$ cat src/hw/rtl/srp_pkg.sv
// shared constants, codes and types of the step-rate planner
`timescale 1ns / 1ps
`default_nettype none

package srp_pkg;

  // axes held in the error table
  localparam int AXES       = 3;
  localparam int AXIS_W     = 2;

  // field widths
  localparam int TICK_W     = 32;
  localparam int ERR_W      = 24;
  localparam int MAG_W      = 23;
  localparam int RATE_W     = 20;
  localparam int ACT_W      = 2;
  localparam int CFG_IDX_W  = 2;
  localparam int CFG_W      = 23;
  localparam int IN_DATA_W  = 64;
  localparam int OUT_DATA_W = 48;

  // squaring and division by the ramp divisor
  localparam int OP_W       = MAG_W;
  localparam int PROD_W     = 2 * OP_W;
  localparam int QUOT_W     = 33;
  localparam int REM_W      = 14;
  localparam int CNT_W      = $clog2(PROD_W);
  localparam logic [REM_W-1:0] RAMP_DIVISOR = REM_W'(10000);

  // register indexes
  localparam logic [CFG_IDX_W-1:0] REG_DEADBAND   = 2'd0;
  localparam logic [CFG_IDX_W-1:0] REG_FULL_SPEED = 2'd1;
  localparam logic [CFG_IDX_W-1:0] REG_MIN_RATE   = 2'd2;
  localparam logic [CFG_IDX_W-1:0] REG_MAX_RATE   = 2'd3;

  // register reset values
  localparam logic [MAG_W-1:0]  DEADBAND_RST   = MAG_W'(1500);
  localparam logic [MAG_W-1:0]  FULL_SPEED_RST = MAG_W'(23500);
  localparam logic [RATE_W-1:0] MIN_RATE_RST   = RATE_W'(1000);
  localparam logic [RATE_W-1:0] MAX_RATE_RST   = RATE_W'(50000);

  // action codes
  localparam logic [ACT_W-1:0] ACT_NONE      = 2'd0;
  localparam logic [ACT_W-1:0] ACT_SERVO_OFF = 2'd1;
  localparam logic [ACT_W-1:0] ACT_MOVE      = 2'd2;

  // request to the square and divide unit
  typedef struct packed {
    logic             start;
    logic [OP_W-1:0]  operand;
  } sq_req_t;

  // status back from the square and divide unit
  typedef struct packed {
    logic busy;
    logic done;
  } sq_stat_t;

endpackage

`default_nettype wire

$ cat src/hw/rtl/srp_sqdiv.sv
// bit-serial square of the ramp offset followed by restoring division by the ramp divisor
`timescale 1ns / 1ps
`default_nettype none

module srp_sqdiv (
  input  wire                          clk,
  input  wire                          rst_n,
  input  srp_pkg::sq_req_t             req,
  output srp_pkg::sq_stat_t            stat,
  output logic [srp_pkg::QUOT_W-1:0]   quotient
);

  localparam logic [1:0] P_IDLE = 2'd0;
  localparam logic [1:0] P_MUL  = 2'd1;
  localparam logic [1:0] P_DIV  = 2'd2;

  logic [1:0]                   phase_r, phase_nxt;
  logic [srp_pkg::CNT_W-1:0]    cnt_r, cnt_nxt;
  logic                         done_r, done_nxt;
  logic [srp_pkg::PROD_W-1:0]   prod_r, prod_nxt;
  logic [srp_pkg::OP_W-1:0]     mcand_r;
  logic [srp_pkg::REM_W-1:0]    rem_r, rem_nxt;

  logic [srp_pkg::OP_W:0]       mul_sum;
  logic [srp_pkg::REM_W:0]      div_trial;
  logic [srp_pkg::REM_W:0]      div_diff;
  logic                         div_ge;

  // multiply: low half holds the unused multiplier bits, product grows in from the top
  assign mul_sum = {1'b0, prod_r[srp_pkg::PROD_W-1:srp_pkg::OP_W]}
                 + (prod_r[0] ? {1'b0, mcand_r} : '0);

  // divide: dividend leaves at the top, quotient bits enter at the bottom
  assign div_trial = {rem_r, prod_r[srp_pkg::PROD_W-1]};
  assign div_diff  = div_trial - {1'b0, srp_pkg::RAMP_DIVISOR};
  assign div_ge    = (div_trial >= {1'b0, srp_pkg::RAMP_DIVISOR});

  always_comb begin
    phase_nxt = phase_r;
    cnt_nxt   = cnt_r;
    done_nxt  = 1'b0;
    prod_nxt  = prod_r;
    rem_nxt   = rem_r;
    case (phase_r)
      P_IDLE: begin
        if (req.start) begin
          phase_nxt = P_MUL;
          cnt_nxt   = '0;
          prod_nxt  = {{srp_pkg::OP_W{1'b0}}, req.operand};
          rem_nxt   = '0;
        end
      end
      P_MUL: begin
        prod_nxt = {mul_sum, prod_r[srp_pkg::OP_W-1:1]};
        if (cnt_r == srp_pkg::CNT_W'(srp_pkg::OP_W - 1)) begin
          phase_nxt = P_DIV;
          cnt_nxt   = '0;
        end else begin
          cnt_nxt = cnt_r + 1'b1;
        end
      end
      P_DIV: begin
        prod_nxt = {prod_r[srp_pkg::PROD_W-2:0], div_ge};
        rem_nxt  = div_ge ? div_diff[srp_pkg::REM_W-1:0] : div_trial[srp_pkg::REM_W-1:0];
        if (cnt_r == srp_pkg::CNT_W'(srp_pkg::PROD_W - 1)) begin
          phase_nxt = P_IDLE;
          done_nxt  = 1'b1;
        end else begin
          cnt_nxt = cnt_r + 1'b1;
        end
      end
      default: begin
        phase_nxt = P_IDLE;
      end
    endcase
  end

  always_ff @(posedge clk) begin
    if (!rst_n) begin
      phase_r <= P_IDLE;
      cnt_r   <= '0;
      done_r  <= 1'b0;
      rem_r   <= '0;
    end else begin
      phase_r <= phase_nxt;
      cnt_r   <= cnt_nxt;
      done_r  <= done_nxt;
      rem_r   <= rem_nxt;
    end
  end

  always_ff @(posedge clk) begin
    prod_r <= prod_nxt;
    if (phase_r == P_IDLE && req.start) begin
      mcand_r <= req.operand;
    end
  end

  assign stat.busy = (phase_r != P_IDLE);
  assign stat.done = done_r;
  assign quotient  = prod_r[srp_pkg::QUOT_W-1:0];

`ifndef SYNTH
  a_done_pulse: assert property (@(posedge clk) disable iff (!rst_n)
    done_r |=> !done_r)
    else $error("done held for more than one cycle");

  a_no_restart: assert property (@(posedge clk) disable iff (!rst_n)
    req.start |-> phase_r == P_IDLE)
    else $error("start while a ramp is in progress");

  a_rem_bound: assert property (@(posedge clk) disable iff (!rst_n)
    phase_r == P_DIV |-> rem_r < srp_pkg::RAMP_DIVISOR)
    else $error("partial remainder not below divisor");

  a_done_idle: assert property (@(posedge clk) disable iff (!rst_n)
    done_r |-> phase_r == P_IDLE)
    else $error("done while still busy");
`endif

endmodule

`default_nettype wire

$ cat src/hw/rtl/shared_step_rate_planner_top.sv
// top level of the shared step-rate planner: update decode, error table scan and ramp control
`timescale 1ns / 1ps
`default_nettype none

// channel   dir  handshake            payload
// in_       in   in_tvalid/in_tready  in_tdata 64 bit, in_tuser 1 bit
// out_      out  out_tvalid/out_tready out_tdata 48 bit, out_tuser 2 bit
// cfg_      in   cfg_we               cfg_index 2 bit, cfg_wdata 23 bit
//
// an update with no move goes from decode straight to the output register stage
// a move also passes the table scan and selection, and the ramp unit when it runs: the table scan
//   is one axis a cycle and the ramp unit squares in 23 single-bit steps and divides in
//   46 single-bit steps
// reset loads the register defaults and clears both per-axis tables at once
// a result waits in the output register; the next word is taken while it waits,
//   and processing stalls only when a second result is ready before the first is taken

module shared_step_rate_planner_top (
  input  wire                                clk,
  input  wire                                rst_n,
  input  wire                                in_tvalid,
  output logic                               in_tready,
  // axis_index, feedback_tick, pulse_error, up_allowed, down_allowed, zero fill
  input  wire  [srp_pkg::IN_DATA_W-1:0]      in_tdata,
  // error_valid
  input  wire                                in_tuser,
  output logic                               out_tvalid,
  input  wire                                out_tready,
  // target_axis, move_up, step_count, step_rate_hz, zero fill
  output logic [srp_pkg::OUT_DATA_W-1:0]     out_tdata,
  // action
  output logic [srp_pkg::ACT_W-1:0]          out_tuser,
  input  wire                                cfg_we,
  input  wire  [srp_pkg::CFG_IDX_W-1:0]      cfg_index,
  input  wire  [srp_pkg::CFG_W-1:0]          cfg_wdata
);

  localparam logic [2:0] S_IDLE   = 3'd0;
  localparam logic [2:0] S_DECIDE = 3'd1;
  localparam logic [2:0] S_SCAN   = 3'd2;
  localparam logic [2:0] S_SEL    = 3'd3;
  localparam logic [2:0] S_RAMP   = 3'd4;
  localparam logic [2:0] S_OUT    = 3'd5;

  logic [2:0] state_r, state_nxt;

  // configuration
  logic [srp_pkg::MAG_W-1:0]  deadband_r, full_speed_r;
  logic [srp_pkg::RATE_W-1:0] min_rate_r, max_rate_r;

  // per-axis tables
  logic [srp_pkg::TICK_W-1:0] last_tick_r [srp_pkg::AXES];
  logic [srp_pkg::MAG_W-1:0]  axis_mag_r  [srp_pkg::AXES];

  // latched update
  logic [srp_pkg::AXIS_W-1:0] axis_r;
  logic [srp_pkg::TICK_W-1:0] tick_r;
  logic [srp_pkg::ERR_W-1:0]  err_r;
  logic                       valid_r, up_ok_r, down_ok_r;

  // working values
  logic [srp_pkg::MAG_W-1:0]  cur_mag_r;
  logic [srp_pkg::MAG_W-1:0]  max_err_r;
  logic [srp_pkg::AXIS_W-1:0] scan_idx_r;
  logic [srp_pkg::ACT_W-1:0]  res_action_r;
  logic                       res_up_r;
  logic [srp_pkg::RATE_W-1:0] res_rate_r;

  // output register
  logic                       out_valid_r;
  logic [srp_pkg::AXIS_W-1:0] out_axis_r;
  logic [srp_pkg::ACT_W-1:0]  out_action_r;
  logic                       out_up_r;
  logic [srp_pkg::MAG_W-1:0]  out_count_r;
  logic [srp_pkg::RATE_W-1:0] out_rate_r;

  logic                       in_fire, out_load;
  logic                       axis_ok, tick_new, err_nonzero, err_neg, dir_ok;
  logic [srp_pkg::ERR_W-1:0]  err_abs;
  logic [srp_pkg::MAG_W-1:0]  mag_c;
  logic [srp_pkg::MAG_W-1:0]  ramp_err;
  logic [srp_pkg::RATE_W-1:0] min_capped;
  logic [srp_pkg::QUOT_W:0]   ramp_sum;
  logic [srp_pkg::RATE_W-1:0] ramp_rate;

  srp_pkg::sq_req_t           sq_req;
  srp_pkg::sq_stat_t          sq_stat;
  logic [srp_pkg::QUOT_W-1:0] sq_quot;

  assign in_tready = (state_r == S_IDLE);
  assign in_fire   = in_tvalid && in_tready;
  assign out_load  = (state_r == S_OUT) && (!out_valid_r || out_tready);

  // decode of the latched update
  assign axis_ok     = (axis_r < srp_pkg::AXIS_W'(srp_pkg::AXES));
  assign tick_new    = axis_ok && (tick_r != last_tick_r[axis_r]);
  assign err_nonzero = (err_r != '0);
  assign err_neg     = err_r[srp_pkg::ERR_W-1];
  assign err_abs     = err_neg ? (~err_r + 1'b1) : err_r;
  // the most negative error saturates
  assign mag_c       = err_abs[srp_pkg::ERR_W-1] ? '1 : err_abs[srp_pkg::MAG_W-1:0];
  assign dir_ok      = err_neg ? down_ok_r : up_ok_r;

  // the ramp never falls as the error grows, so the lesser of the two ramps is the
  // ramp of the lesser error
  assign ramp_err   = (max_err_r < cur_mag_r) ? max_err_r : cur_mag_r;
  assign min_capped = (min_rate_r > max_rate_r) ? max_rate_r : min_rate_r;
  assign ramp_sum   = {1'b0, sq_quot} + (srp_pkg::QUOT_W + 1)'(min_rate_r);
  assign ramp_rate  = (ramp_sum > (srp_pkg::QUOT_W + 1)'(max_rate_r))
                    ? max_rate_r : ramp_sum[srp_pkg::RATE_W-1:0];

  assign sq_req.start   = (state_r == S_SEL) && (ramp_err < full_speed_r)
                        && (ramp_err > deadband_r);
  assign sq_req.operand = ramp_err - deadband_r;

  srp_sqdiv u_sqdiv (
    .clk      (clk),
    .rst_n    (rst_n),
    .req      (sq_req),
    .stat     (sq_stat),
    .quotient (sq_quot)
  );

  always_comb begin
    state_nxt = state_r;
    case (state_r)
      S_IDLE: begin
        if (in_fire) begin
          state_nxt = S_DECIDE;
        end
      end
      S_DECIDE: begin
        if (tick_new && valid_r && err_nonzero && (mag_c >= deadband_r) && dir_ok) begin
          state_nxt = S_SCAN;
        end else begin
          state_nxt = S_OUT;
        end
      end
      S_SCAN: begin
        if (scan_idx_r == srp_pkg::AXIS_W'(srp_pkg::AXES - 1)) begin
          state_nxt = S_SEL;
        end
      end
      S_SEL: begin
        state_nxt = sq_req.start ? S_RAMP : S_OUT;
      end
      S_RAMP: begin
        if (sq_stat.done) begin
          state_nxt = S_OUT;
        end
      end
      S_OUT: begin
        if (out_load) begin
          state_nxt = S_IDLE;
        end
      end
      default: begin
        state_nxt = S_IDLE;
      end
    endcase
  end

  // control state, configuration and tables
  always_ff @(posedge clk) begin
    if (!rst_n) begin
      state_r      <= S_IDLE;
      out_valid_r  <= 1'b0;
      deadband_r   <= srp_pkg::DEADBAND_RST;
      full_speed_r <= srp_pkg::FULL_SPEED_RST;
      min_rate_r   <= srp_pkg::MIN_RATE_RST;
      max_rate_r   <= srp_pkg::MAX_RATE_RST;
      for (int i = 0; i < srp_pkg::AXES; i++) begin
        last_tick_r[i] <= '0;
        axis_mag_r[i]  <= '0;
      end
    end else begin
      state_r <= state_nxt;
      if (out_load) begin
        out_valid_r <= 1'b1;
      end else if (out_tready) begin
        out_valid_r <= 1'b0;
      end
      if (cfg_we) begin
        case (cfg_index)
          srp_pkg::REG_DEADBAND:   deadband_r   <= cfg_wdata[srp_pkg::MAG_W-1:0];
          srp_pkg::REG_FULL_SPEED: full_speed_r <= cfg_wdata[srp_pkg::MAG_W-1:0];
          srp_pkg::REG_MIN_RATE:   min_rate_r   <= cfg_wdata[srp_pkg::RATE_W-1:0];
          srp_pkg::REG_MAX_RATE:   max_rate_r   <= cfg_wdata[srp_pkg::RATE_W-1:0];
          default: ;
        endcase
      end
      if (state_r == S_DECIDE && tick_new) begin
        last_tick_r[axis_r] <= tick_r;
        if (valid_r && err_nonzero) begin
          axis_mag_r[axis_r] <= mag_c;
        end
      end
    end
  end

  // payload
  always_ff @(posedge clk) begin
    if (in_fire) begin
      axis_r    <= in_tdata[1:0];
      tick_r    <= in_tdata[33:2];
      err_r     <= in_tdata[57:34];
      up_ok_r   <= in_tdata[58];
      down_ok_r <= in_tdata[59];
      valid_r   <= in_tuser;
    end
    case (state_r)
      S_DECIDE: begin
        cur_mag_r  <= mag_c;
        res_up_r   <= !err_neg;
        res_rate_r <= '0;
        max_err_r  <= '0;
        scan_idx_r <= '0;
        if (tick_new && valid_r && err_nonzero) begin
          if (mag_c < deadband_r) begin
            res_action_r <= srp_pkg::ACT_SERVO_OFF;
          end else if (dir_ok) begin
            res_action_r <= srp_pkg::ACT_MOVE;
          end else begin
            res_action_r <= srp_pkg::ACT_NONE;
          end
        end else begin
          res_action_r <= srp_pkg::ACT_NONE;
        end
      end
      S_SCAN: begin
        if (axis_mag_r[scan_idx_r] > max_err_r) begin
          max_err_r <= axis_mag_r[scan_idx_r];
        end
        scan_idx_r <= scan_idx_r + 1'b1;
      end
      S_SEL: begin
        if (ramp_err >= full_speed_r) begin
          res_rate_r <= max_rate_r;
        end else if (ramp_err <= deadband_r) begin
          res_rate_r <= min_capped;
        end
      end
      S_RAMP: begin
        if (sq_stat.done) begin
          res_rate_r <= ramp_rate;
        end
      end
      default: ;
    endcase
    if (out_load) begin
      out_axis_r   <= axis_r;
      out_action_r <= res_action_r;
      if (res_action_r == srp_pkg::ACT_MOVE) begin
        out_up_r    <= res_up_r;
        out_count_r <= cur_mag_r;
        out_rate_r  <= res_rate_r;
      end else begin
        out_up_r    <= 1'b0;
        out_count_r <= '0;
        out_rate_r  <= '0;
      end
    end
  end

  assign out_tvalid = out_valid_r;
  assign out_tuser  = out_action_r;
  assign out_tdata  = {2'b00, out_rate_r, out_count_r, out_up_r, out_axis_r};

`ifndef SYNTH
  a_accept_leaves_idle: assert property (@(posedge clk) disable iff (!rst_n)
    in_fire |=> state_r == S_DECIDE)
    else $error("accepted word not taken into decode");

  a_ramp_busy: assert property (@(posedge clk) disable iff (!rst_n)
    (state_r == S_RAMP && !sq_stat.done) |-> sq_stat.busy)
    else $error("waiting on ramp unit that is not running");

  a_idle_fields: assert property (@(posedge clk) disable iff (!rst_n)
    (out_valid_r && out_action_r != srp_pkg::ACT_MOVE) |->
      (out_rate_r == '0 && out_count_r == '0 && !out_up_r))
    else $error("non-move result carries move fields");

  a_rate_cap: assert property (@(posedge clk) disable iff (!rst_n)
    (out_valid_r && out_action_r == srp_pkg::ACT_MOVE && $past(out_load)) |->
      out_rate_r <= $past(max_rate_r))
    else $error("move rate above ceiling");
`endif

endmodule

`default_nettype wire

$ cat config.mk
export PLATFORM = sky130hd
export DESIGN_NAME = shared_step_rate_planner_top
export DESIGN_NICKNAME = d
export VERILOG_FILES = /design/src/hw/rtl/srp_pkg.sv /design/src/hw/rtl/srp_sqdiv.sv /design/src/hw/rtl/shared_step_rate_planner_top.sv
export SDC_FILE = /design/constraint.sdc
export NUM_CORES = 1
export LEC_CHECK = 0
export BUFFER_PORTS_ARGS = -buffer_cell sky130_fd_sc_hd__buf_2
export CAP_MARGIN = 20
export CORE_MARGIN = 2
export CORE_UTILIZATION = 45
export DETAILED_ROUTE_END_ITERATION = 7
export GPL_ROUTABILITY_DRIVEN = 0
export PLACE_DENSITY = 0.59
export SETUP_SLACK_MARGIN = 0.4
export SYNTH_ARGS = -nofsm -noshare
export SYNTH_HDL_FRONTEND = slang
export SYNTH_SLANG_ARGS = --single-unit
$ cat constraint.sdc
create_clock -name clk -period 14.6 [get_ports clk]
set_clock_uncertainty 0.05 [all_clocks]
set_input_delay 1.46 -clock clk [delete_from_list [all_inputs] [get_ports clk]]
set_output_delay 1.46 -clock clk [all_outputs]
set_load 0.01 [all_outputs]
# [Yosys cells after proc, flatten, opt, wreduce, memory -nomap -nowiden]
# Memory sizes are Yosys's and may differ from the RTL's. A register that Yosys moved wholly into a read port is not among the register bits.
# Cells that the tools add are included.
[totals] register_bits=362 ramBits=165 mem_count=2
[memory_table] memory="last_tick_r" words=3 word_bits=32 rd=1 rd_ports_with_merged_regs=1 wr=3 line_no="shared_step_rate_planner_top.sv:52" rtl="logic [srp_pkg::TICK_W-1:0] last_tick_r [srp_pkg::AXES];"
[memory_table] memory="axis_mag_r" words=3 word_bits=23 rd=1 rd_ports_with_merged_regs=1 wr=3 line_no="shared_step_rate_planner_top.sv:53" rtl="logic [srp_pkg::MAG_W-1:0] axis_mag_r [srp_pkg::AXES];"
[op_classes] n_addsub=7 n_lt_le_gt_ge=12 eq_ne=25 mux=55 bitwise=2 n_reduce_logical=39
[op_table] cell="one-hot mux 46 bit (3 select lines)" count=1
[op_table] cell="2-to-1 mux 23 bit" count=5
[op_table] cell="2-to-1 mux 20 bit" count=5
[op_table] cell="less-than comparator 23 bit" count=3
[op_table] cell="one-hot mux 20 bit (3 select lines)" count=1
[op_table] cell=">= comparator 23 bit" count=2
[op_table] cell="greater-than comparator 23 bit" count=2
[op_table] cell="2-to-1 mux 46 bit" count=1
[op_table] cell="one-hot mux 23 bit (2 select lines)" count=1
[op_table] cell="adder 33 x 20 -> 34 bit" count=1
[op_table] cell="greater-than comparator 34 x 20 -> 1 bit" count=1
[op_table] cell="2-to-1 mux 32 bit" count=1
[op_table] cell="!= test 32 bit" count=1
[op_table] cell="OR reduction 32 bit" count=1
[op_table] cell="2-to-1 mux 14 bit" count=2
[op_table] cell="one-hot mux 14 bit (2 select lines)" count=1
[op_table] cell="adder 23 x 24 -> 24 bit" count=1
[op_table] cell="adder 24 x 1 -> 24 bit, second input constant" count=1
[op_table] cell="2-to-1 mux 24 bit" count=1
[op_table] cell="inverter 24 bit" count=1
[op_table] cell="nonzero test 24 bit" count=1
[op_table] cell="<= comparator 23 bit" count=1
[op_table] cell="OR reduction 23 bit" count=1
[op_table] cell="subtractor 23 bit" count=1
[op_table] cell="36 further kinds" count=103

# [Logic depth before layout (Yosys ltp)]
# Gate-level depths: netlist (run 1).
[logic_depth] depth_word=9 depth_mapped=24 mapped_depth_nobuf=22

# [Hierarchy]
# A second synthesis (run 1) with hierarchy kept.
[unflattened] cells_unflattened=2786 hier_area_um2=31552.8
[modules_own_cells] module="shared_step_rate_planner_top" n_inst=1 cells_each=2212 area_each_um2=25853.5
[modules_own_cells] module="srp_sqdiv" n_inst=1 cells_each=574 area_each_um2=5699.2

# [Least setup slack after synthesis (run 1)]
# Ideal clock, no wire load.
[synth_path] kind="reg2reg" start="register cur_mag_r[1] (netlist name)" end="register u_sqdiv.prod_r[0] (netlist name) (enable)" setup_ns=0.402 arrival_ns=5.994 required_ns=14.148 setup_slack_ns=8.154 stages_incl_launch_ff=23 n_path_buf=3 path_cell_list="edfxtp_1 inv_1 ha_1 a21o_1 a21o_1 a21o_1 a21o_1 a211oi_1 o211ai_1 a221o_1 clkbuf_1 buf_1 mux2i_1 ha_1 nor2b_1 o31ai_1 a21oi_1 o311ai_0 nand3_1 a21oi_1 clkbuf_1 and2_1 a21o_1"
[synth_between] elab_chain_len=7
[synth_rtl] element="start, declared" line_no="shared_step_rate_planner_top.sv:62" rtl="logic [srp_pkg::MAG_W-1:0] cur_mag_r;"
[synth_rtl] element="start signal, assigned" line_no="shared_step_rate_planner_top.sv:213" rtl="cur_mag_r <= mag_c;"
[synth_rtl] element="less-than comparator 23 bit" line_no="shared_step_rate_planner_top.sv:106" rtl="assign ramp_err = (max_err_r < cur_mag_r) ? max_err_r : cur_mag_r;"
[synth_rtl] element="2-to-1 mux 23 bit (*)" line_no="shared_step_rate_planner_top.sv:106"
[synth_rtl] element="less-than comparator 23 bit" line_no="shared_step_rate_planner_top.sv:112" rtl="assign sq_req.start = (state_r == S_SEL) && (ramp_err < full_speed_r)"
[synth_rtl] element="logical AND 1 bit" line_no="shared_step_rate_planner_top.sv:112"
[synth_rtl] element="logical AND 1 bit (*)" line_no="shared_step_rate_planner_top.sv:113" rtl="&& (ramp_err > deadband_r);"
[synth_rtl] element="!= test 2 bit (no source line) (*)"
[synth_rtl] element="AND reduction 2 bit (no source line) (*)"
[synth_rtl] element="end signal, assigned" line_no="srp_sqdiv.sv:93" rtl="prod_r <= prod_nxt;"
[synth_rtl] element="end, declared" line_no="srp_sqdiv.sv:20" rtl="logic [srp_pkg::PROD_W-1:0] prod_r, prod_nxt;"
# Mark *: on every way between the ends. The rest lies on a longest branch, timed or not.
# A chain may end at the register's enable or synchronous reset.

# [Final worst setup path (run 1)]
[layout_path] start="register u_sqdiv.prod_r[0] (netlist name)" end="register res_rate_r[10] (netlist name) (data pin)"
[layout_between] elab_chain_len=5
[layout_rtl] element="adder 33 x 20 -> 34 bit (*)" line_no="shared_step_rate_planner_top.sv:108" rtl="assign ramp_sum = {1'b0, sq_quot} + (srp_pkg::QUOT_W + 1)'(min_rate_r);"
[layout_rtl] element="greater-than comparator 34 x 20 -> 1 bit" line_no="shared_step_rate_planner_top.sv:109" rtl="assign ramp_rate = (ramp_sum > (srp_pkg::QUOT_W + 1)'(max_rate_r))"
[layout_rtl] element="2-to-1 mux 20 bit (*)" line_no="shared_step_rate_planner_top.sv:110" rtl="? max_rate_r : ramp_sum[srp_pkg::RATE_W-1:0];"
[layout_rtl] element="2-to-1 mux 20 bit (*)" line_no="shared_step_rate_planner_top.sv:244" rtl="if (sq_stat.done) begin"
[layout_rtl] element="one-hot mux 20 bit (3 select lines) (*)" line_no="shared_step_rate_planner_top.sv:211" rtl="case (state_r)"
[layout_rtl] element="end signal, assigned" line_no="shared_step_rate_planner_top.sv:238" rtl="res_rate_r <= max_rate_r;"
[layout_rtl] element="end signal, assigned" line_no="shared_step_rate_planner_top.sv:240" rtl="res_rate_r <= min_capped;"
[layout_rtl] element="end signal, assigned" line_no="shared_step_rate_planner_top.sv:245" rtl="res_rate_r <= ramp_rate;"
[layout_rtl] element="end, declared" line_no="shared_step_rate_planner_top.sv:67" rtl="logic [srp_pkg::RATE_W-1:0] res_rate_r;"
# Mark *: on every way between the ends. The rest lies on a longest branch, timed or not. The select of a mux whose other input is x is not followed.

==> flow_summary_export.csv, run 1 <==
group,metric,value,unit
outcome,status,"finished, final reports clean",
sta,worst_pin_slew,1.13,ns
floorplanning,floorplan.initialDensity,45.6,%
sta,slew_headroom,25.0,%
worst_setup_path,slowest_stage,"or4_4",
sta,fmax,0.146,GHz
yosys,ys_async_sr_fraction,0,%
worst_setup_path,path_buf_inv,1,
power,p_leak,0.0140,uW
global_routing,grt_pass1_vias,22000,
global_routing,antenna_found_initial,0,
worst_setup_path,r2r_slack,7.74,ns
worst_setup_path,worst_setup_path_end_kind,"flop",
worst_setup_path,crit_type,"reg -> reg",
floorplanning,num_rows,96,
clocking,cts-root-buf,"clkbuf_16",
placed_design,io_buffers,140,
detailed_routing,drt_iter0_drc,1702,
clocking,clkLatencyLatePin,0.63,ns
yosys,synth_ff_type,"edfxtp_1",
sta,setup_viol,0,
final_layout,fin_cells,3939,
clocking,cts_sinks,586,
placed_design,hpwl,57900,um
yosys,synth_edf_count,469,
detailed_routing,finalWirelength,80000,um
yosys,syn_area,31400,um2
yosys,ys_seq_elements,586,
global_routing,grt_pass1_wl,124000,um
sta,grt_setup_unrepaired,"no",
clocking,post_cts_resized,0,
worst_setup_path,path_delay_family,"compound AO/OA/AOI/OAI gates",
worst_setup_path,cp_max_fo,25,
clocking,cts_tree,"yes",
detailed_routing,vias,22000,
sta,setup_ws,7.74,ns
sta,fin_crit,6.86,ns
worst_setup_path,cp.arrival,7.22,ns
final_layout,num_antenna_cells,0,
job,drv_cap,0,
yosys,synth_cells,2775,
floorplanning,die_area,71800,um2
placed_design,dp_cells,3815,
sta,layout_worst_path_cycle_share,47.0,%
placed_design,dp_slack,7.36,ns
floorplanning,core-area,68800,um2
detailed_routing,drc_errors,0,
yosys,ys_seq_area_share,52.4,%
final_layout,mostFrequentLayoutCell,"edfxtp_1",
min_path,hold_class,"reg -> reg",
detailed_routing,wire_per_inst,20.3,um
yosys,ys.warnings.count,0,
power,vdd_drop_max,0.0000843,V
clocking,cts_buffer_depth,3,
clocking,cts_hold_buf,0,
worst_setup_path,start_kind,"flop",
sta,final_hold_viol_count,0,
global_routing,grt_max_degree,111,
worst_setup_path,required,14.96,ns
final_layout,drive_above_1_share,12.6,%
final_layout,layout.nets,3263,
final_layout,areaGrowthSynthToFinish,13.6,%
clocking,htree_levels,3,
final_layout,final_cell_mix,"edfxtp_1 (469), nand2_1 (284), ha_1 (208)",
clocking,clk_pin_slew,0.06,ns
floorplanning,die_h,268,um
yosys,ys_types,86,
clocking,post_cts_buffers,0,
power,p_per_area,125,nW/um2
floorplanning,die_width,268,um
detailed_routing,ant_nets,0,
global_routing,grt_util_all_layers,22.4,%
sta,setup_tns,0,ns
global_routing,grt-ovfl-total,0,
detailed_routing,routed_via_density,5.57,
sta,slew_viol_final,0,
worst_setup_path,cp_cell_sequence,"ha_1 > fa_1 > a211oi_1 > o211ai_1 > a32oi_1 > a211o_1 > nor2b_1 > o21ai_0 > nand2b_1 > xnor2_1 > inv_1 > ha_1 > nand4_1 > o41ai_1 > o221ai_1 > a221oi_1 > nand2_1 > nand4b_4 > or4_4 > o211ai_1",
floorplanning,ios,147,
yosys,avgSynthCellArea,11.3,um2
worst_setup_path,slowest_delay,0.76,ns
clocking,numCtsBuffers,68,
detailed_routing,dr.pass1.iters,5,
## metal layers
| metal | vias to the layer above | track usage, % | share of wire [%] |
|---|---|---|---|
| met1 | 10800 | 29.6 | 43 |
| met2 | 596 | 38.1 | 49 |
| met4 | 0 | 7.19 | 2.7 |
| li1 | 10500 | - | - |
| met3 | 119 | 2.94 | 5.2 |
| met5 | - | 0 | 0 |
## layout make-up
cell class              count  area (um2)
multi-input cells        1936       14000
flip-flops and latches    586       16400
fillers                  5978       33200
clock buffers              82        1790
well taps                 931        1160
repair buffers            178        1080
inverters                 187         702
clock inverters            39         480
## where the power goes
group	internal [uW]	switching, uW
registers	1940	59.0
clock network	987	729
logic	296	447
## worst register-to-register path, delay by kind of cell, from the launching register on
| kind | cells | cell delay, ns |
|---|---|---|
| AO/OA/AOI/OAI | 9 | 2.97 |
| XOR/XNOR | 1 | 0.24 |
| adder cells (fa/ha/maj) | 3 | 1.13 |
| buffers and inverters | 1 | 0.08 |
| flip-flops | 1 | 0.68 |
| AND/OR/NAND/NOR | 6 | 1.54 |
## sequential cells by signal, summed over array words and instances (netlist names), 3 cells and up, named ones only
register and flops:
last_tick_r 128, axis_mag_r 92, u_sqdiv.prod_r 46, tick_r 32, err_r 24, cur_mag_r 23, deadband_r 23, full_speed_r 23
max_err_r 23, out_count_r 23, u_sqdiv.mcand_r 23, max_rate_r 20, min_rate_r 20, out_rate_r 20, res_rate_r 20, u_sqdiv.rem_r 14
u_sqdiv.cnt_r 6, state_r 3
## Yosys cell counts, drive strengths merged, types with 52 or more instances
master / number / area (um2)
ha: 208 / 2600
o21ai: 84 / 428
inv: 186 / 698
and2: 182 / 1140
dfxtp: 117 / 2340
a21boi: 66 / 495
xor2: 59 / 517
xnor2: 52 / 455
a21oi: 94 / 470
a21o: 53 / 398
mux4: 55 / 1240
o211ai: 56 / 420
nor2: 185 / 694
clkbuf: 90 / 338
edfxtp: 469 / 14100
nand2: 284 / 1070
## final timing paths
path                     startpoint             end  depth (start not counted)
hold / removal       deadband_r[12]  deadband_r[12]                          2
hold reg to reg      deadband_r[12]  deadband_r[12]                          2
setup / recovery  u_sqdiv.prod_r[0]  res_rate_r[10]                         20
setup reg to reg  u_sqdiv.prod_r[0]  res_rate_r[10]                         20
## per-stage QoR
step	util (%)	hold WS (ns)	total power [uW]	instance area [um2]
floorplan	-	0.368	2530	31600
global placement	48.3	0.404	2740	33200
detailed placement	48.4	0.414	2770	33300
CTS	51.7	0.425	4500	35600
global route	51.8	0.440	4650	35600
finish	51.8	0.424	4460	35600
## kinds of logic after synthesis
logic type | share of synthesized area [%]
buf+inv | 3.90
other cells | 0.0120
xor+xnor | 3.10
flops | 52.4
simple gates | 14.4
mux | 5.08
compound gates | 12.7
fa+ha+maj | 8.49
Power figures use the tool's default switching activity.
==> run 2: changes to the inputs <==
- clock period: 14.6 -> 7 ns (I/O delays scaled with it)
==> flow_summary_export.csv, run 2 (synthesis gave the netlist of run 1 again) <==
group,metric,value,unit
final_layout,largest_reg_flops,128,
worst_setup_path,worst_setup_path_end_kind,"flop",
placed_design,hpwl,59100,um
clocking,numCtsBuffers,69,
worst_setup_path,r2r_slack,0.82,ns
final_layout,final_cell_mix,"edfxtp_1 (469), nand2_1 (284), ha_1 (208)",
clocking,clkLatencyLatePin,0.63,ns
final_layout,drive_above_1_share,12.9,%
min_path,hold_path_startpoint,"in_tdata[18]",
sta,fmax,0.162,GHz
detailed_routing,routed_via_density,5.60,
final_layout,top_regs,"last_tick_r (128), axis_mag_r (92), u_sqdiv.prod_r (46)",
placed_design,io_buffers,140,
detailed_routing,drc_errors,0,
clocking,cts_tree,"yes",
power,p_leak,0.0140,uW
floorplanning,core-area,68800,um2
outcome,status,"finished, final reports clean",
clocking,htree_levels,3,
final_layout,mostFrequentLayoutCell,"edfxtp_1",
sta,fin_crit,6.18,ns
min_path,min_path_cells,1,
final_layout,n_fill_cell,6048,
job,drv_cap,0,
min_path,hold_path_end,"tick_r[16]",
sta,setup_tns,0,ns
power,p_per_area,264,nW/um2
clocking,cts-root-buf,"clkbuf_16",
global_routing,antenna_found_initial,3,
worst_setup_path,ff2ff_path_depth,22,
sta,slew_viol_final,0,
placed_design,placed_area,33300,um2
worst_setup_path,r2r_start,"cur_mag_r[1]",
floorplanning,floorplan.initialDensity,45.6,%
worst_setup_path,rr_endpoint,"res_rate_r[5]",
final_layout,areaGrowthSynthToFinish,14.1,%
worst_setup_path,required,7.29,ns
clocking,clk_pin_slew,0.06,ns
floorplanning,ios,147,
final_layout,top_register,"last_tick_r",
detailed_routing,ant_nets,0,
clocking,cts_sinks,586,
sta,grt_setup_unrepaired,"no",
final_layout,fin_util,52.0,%
detailed_routing,dr.pass1.iters,5,
floorplanning,die_width,268,um
global_routing,grt_pass1_wl,124000,um
detailed_routing,drt_iter0_drc,1574,
worst_setup_path,cp.arrival,6.46,ns
floorplanning,die_h,268,um
floorplanning,die_area,71800,um2
detailed_routing,vias,22200,
sta,layout_worst_path_cycle_share,88.2,%
final_layout,layout.nets,3273,
global_routing,grt-ovfl-total,0,
worst_setup_path,crit_type,"reg -> reg",
sta,final_hold_viol_count,0,
sta,slew_headroom,26.7,%
detailed_routing,wire_per_inst,20.4,um
global_routing,grt_util_all_layers,22.5,%
final_layout,stdcell_area,35800,um2
sta,setup_viol,0,
clocking,cts_hold_buf,0,
global_routing,grt_max_degree,91,
min_path,hold_class,"in -> reg",
floorplanning,num_rows,96,
worst_setup_path,start_kind,"flop",
global_routing,grt_pass1_vias,22400,
worst_setup_path,cp_max_fo,16,
detailed_routing,finalWirelength,80800,um
sta,worst_pin_slew,1.10,ns
power,vdd_drop_max,0.000173,V
clocking,cts_buffer_depth,3,
run 2: area by class of cell:
type	count	area, um2	share of cell area, %
flip-flops and latches	586	16400	45.9
multi-input cells	1936	14000	39.1
clock buffers	92	1920	5.38
well taps	931	1160	3.26
repair buffers	187	1090	3.04
inverters	187	702	1.96
clock inverters	36	474	1.33
diodes	1	2.50	0.00699
run 2: repair_timing:
item / in CTS / in global routing
endpoints found under the hold margin: 0 / 0
gates resized for setup: 0 / 4
setup buffers: 0 / 0
endpoints found under the setup margin: 0 / 13
run 2: worst max-delay path by stage:
stage                      start           endpoint  slack [ns]  cells after the start
floorplan           cur_mag_r[1]  u_sqdiv.prod_r[0]        0.55                     22
global route        cur_mag_r[1]      res_rate_r[9]        0.43                     22
detailed placement  cur_mag_r[1]      res_rate_r[5]        0.68                     22
global placement    cur_mag_r[1]      res_rate_r[4]        0.74                     20
CTS                 cur_mag_r[1]      res_rate_r[5]        0.65                     22
finish              cur_mag_r[1]      res_rate_r[5]        0.82                     22
run 2: critical path, stage by stage (launching register included):
cell and delay [ns]:
edfxtp_1 0.42, inv_1 0.10, ha_1 0.23, a21o_1 0.15
a21o_1 0.18, a21o_1 0.17, a21o_1 0.17, a211oi_1 0.33
o211ai_1 0.16, a221o_1 0.53, buf_4 0.31, mux2i_1 0.29
ha_1 0.31, a21oi_1 0.14, o21ai_0 0.11, a221o_1 0.30
a211oi_1 0.45, nand3_2 0.26, nor2_2 0.26, o2bb2ai_1 0.26
buf_6 0.24, o311ai_0 0.31, o211ai_1 0.16
run 2: through the flow:
stage	worst slack [ns]	hold WS, ns	total power [uW]	cells
2_1_floorplan	0.554	0.368	5270	2831
3_3_place_gp	0.738	0.402	5730	3822
3_5_place_dp	0.678	0.412	5790	3824
4_1_cts	0.655	0.159	9540	3952
5_1_grt	0.426	0.170	9860	3956
6_report	0.824	0.194	9470	3956
run 2: per-layer routing:
layer,part of all wire [%],track usage [%],wire length [um]
met1,43,29.4,34800
met5,0,0,0
met4,3.2,8.49,2620
met3,5.2,2.93,4210
met2,48,38.2,39200
run 2: power breakdown:
part	switching, uW	internal, uW
sequential	131	4040
combinational	939	618
clock	1510	2230
total	2580	6890
==> run 3: changes to the inputs <==
- CTS_BUF_LIST: unset -> sky130_fd_sc_hd__clkbuf_8
==> flow_summary_export.csv, run 3 (synthesis gave the netlist of run 1 again) <==
group,metric,value,unit
job,drv_cap,0,
final_layout,areaGrowthSynthToFinish,13.0,%
worst_setup_path,cp.arrival,6.52,ns
global_routing,grt_max_degree,91,
worst_setup_path,start_kind,"flop",
worst_setup_path,worst_setup_path_end_kind,"flop",
worst_setup_path,ff2ff_path_depth,22,
sta,fin_crit,6.15,ns
final_layout,largest_reg_flops,128,
sta,grt_setup_unrepaired,"no",
sta,final_hold_viol_count,0,
final_layout,multi_input_area,14000,um2
sta,setup_tns,0,ns
clocking,numCtsBuffers,100,
detailed_routing,drt_iter0_drc,1664,
power,finalPower,8880,uW
floorplanning,num_rows,96,
clocking,htree_levels,3,
final_layout,mostFrequentLayoutCell,"edfxtp_1",
clocking,cts_sinks,586,
detailed_routing,finalWirelength,81100,um
clocking,clkLatencyLatePin,0.70,ns
final_layout,regArea,16400,um2
placed_design,io_buffers,140,
worst_setup_path,crit_type,"reg -> reg",
detailed_routing,wire_per_inst,20.2,um
final_layout,top_regs,"last_tick_r (128), axis_mag_r (92), u_sqdiv.prod_r (46)",
floorplanning,die_area,71800,um2
sta,worst_pin_slew,1.09,ns
floorplanning,floorplan.initialDensity,45.6,%
power,vdd_drop_max,0.000155,V
sta,fmax,0.163,GHz
sta,setup_viol,0,
detailed_routing,ant_nets,0,
final_layout,top_register,"last_tick_r",
clocking,cts_buffer_depth,3,
min_path,hold_class,"in -> reg",
detailed_routing,dr.pass1.iters,5,
global_routing,grt_pass1_vias,22700,
final_layout,layout.nets,3304,
sta,layout_worst_path_cycle_share,87.8,%
final_layout,drive_above_1_share,13.7,%
global_routing,grt-ovfl-total,0,
global_routing,antenna_found_initial,4,
clocking,cts-root-buf,"clkbuf_8",
power,p_leak,0.0141,uW
floorplanning,core-area,68800,um2
clocking,clk_pin_slew,0.06,ns
global_routing,grt_util_all_layers,22.5,%
clocking,cts_tree,"yes",
final_layout,n_fill_cell,6121,
detailed_routing,vias,22300,
floorplanning,die_h,268,um
detailed_routing,drc_errors,0,
power,p_per_area,251,nW/um2
worst_setup_path,required,7.38,ns
min_path,min_path_cells,1,
floorplanning,ios,147,
sta,slew_viol_final,0,
floorplanning,die_width,268,um
worst_setup_path,cp_max_fo,16,
outcome,status,"finished, final reports clean",
detailed_routing,routed_via_density,5.56,
sta,slew_headroom,27.1,%
global_routing,grt_pass1_wl,125000,um
clocking,cts_hold_buf,0,
final_layout,final_cell_mix,"edfxtp_1 (469), nand2_1 (284), inv_1 (221)",
placed_design,hpwl,59100,um
-- run 3: changes by cell type in the layout (fill, tap and decap cells not counted), moves of 3 or more --
cell / before / now
inv_1: 186 / 221
clkinv_16: 3 / 0
clkinv_1: 11 / 19
clkinvlp_4: 4 / 1
clkbuf_1: 13 / 0
clkbuf_8: 9 / 112
clkinv_2: 7 / 10
clkbuf_16: 70 / 0
-- run 3: timing repair --
item / in CTS / in global routing
buffers inserted: 0 / 0
resized for setup: 0 / 4
endpoints found under the setup margin: 0 / 13
-- run 3: per-stage QoR --
| stage | instances | area (um2) | utilization [%] | setup WS, ns | hold WS, ns |
|---|---|---|---|---|---|
| 6_report | 4017 | 35500 | 51.5 | 0.852 | 0.113 |
| 4_1_cts | 4012 | 35400 | 51.4 | 0.649 | 0.0506 |
| 5_1_grt | 4017 | 35500 | 51.5 | 0.429 | 0.0795 |
| 2_1_floorplan | 2831 | 31600 | - | 0.554 | 0.368 |
| 3_5_place_dp | 3824 | 33300 | 48.4 | 0.678 | 0.412 |
| 3_3_place_gp | 3822 | 33300 | 48.4 | 0.738 | 0.402 |
-- run 3: cell type report --
cell class                 instances  share of cell area [%]
antenna                            2                  0.0141
clock inverter                    76                    1.46
inverter                         187                    1.98
sequential                       586                    46.3
multi-input combinational       1936                    39.5
clock buffer                     112                    4.35
timing repair buffer             187                    3.07
tap                              931                    3.29
-- run 3: worst paths after layout --
path	slack (ns)	from	to
worst max-delay path	0.85	cur_mag_r[1]	res_rate_r[5]
worst min-delay path	0.11	in_tdata[26]	tick_r[24]
worst max register to register	0.85	cur_mag_r[1]	res_rate_r[5]
worst min register to register	0.42	deadband_r[18]	deadband_r[18]
-- run 3: worst max-delay path, cell delays in order (launching register included) --
cell and delay [ns]:
edfxtp_1 0.41, inv_1 0.10, ha_1 0.23, a21o_1 0.15
a21o_1 0.18, a21o_1 0.17, a21o_1 0.17, a211oi_1 0.33
o211ai_1 0.16, a221o_1 0.53, buf_4 0.31, mux2i_1 0.30
ha_1 0.32, a21oi_1 0.13, o21ai_0 0.10, a221o_1 0.30
a211oi_1 0.43, nand3_2 0.25, nor2_2 0.26, o2bb2ai_1 0.27
buf_6 0.24, o311ai_0 0.30, o211ai_1 0.16
-- run 3: power breakdown --
| part | switching (uW) | total [uW] | leakage, uW | internal [uW] |
|---|---|---|---|---|
| logic | 939 | 1560 | 0.00742 | 619 |
| clock network | 1450 | 3150 | 0.00118 | 1700 |
| registers | 130 | 4170 | 0.00547 | 4040 |
| total | 2520 | 8880 | 0.0141 | 6360 |
-- run 3: layer usage --
metal / vias up / track usage [%] / wire length [um]
met5: - / 0 / 0
met4: 0 / 8.85 / 2660
met3: 155 / 3.23 / 4100
met2: 623 / 38.0 / 39100
met1: 11000 / 29.3 / 35300
li1: 10600 / - / -
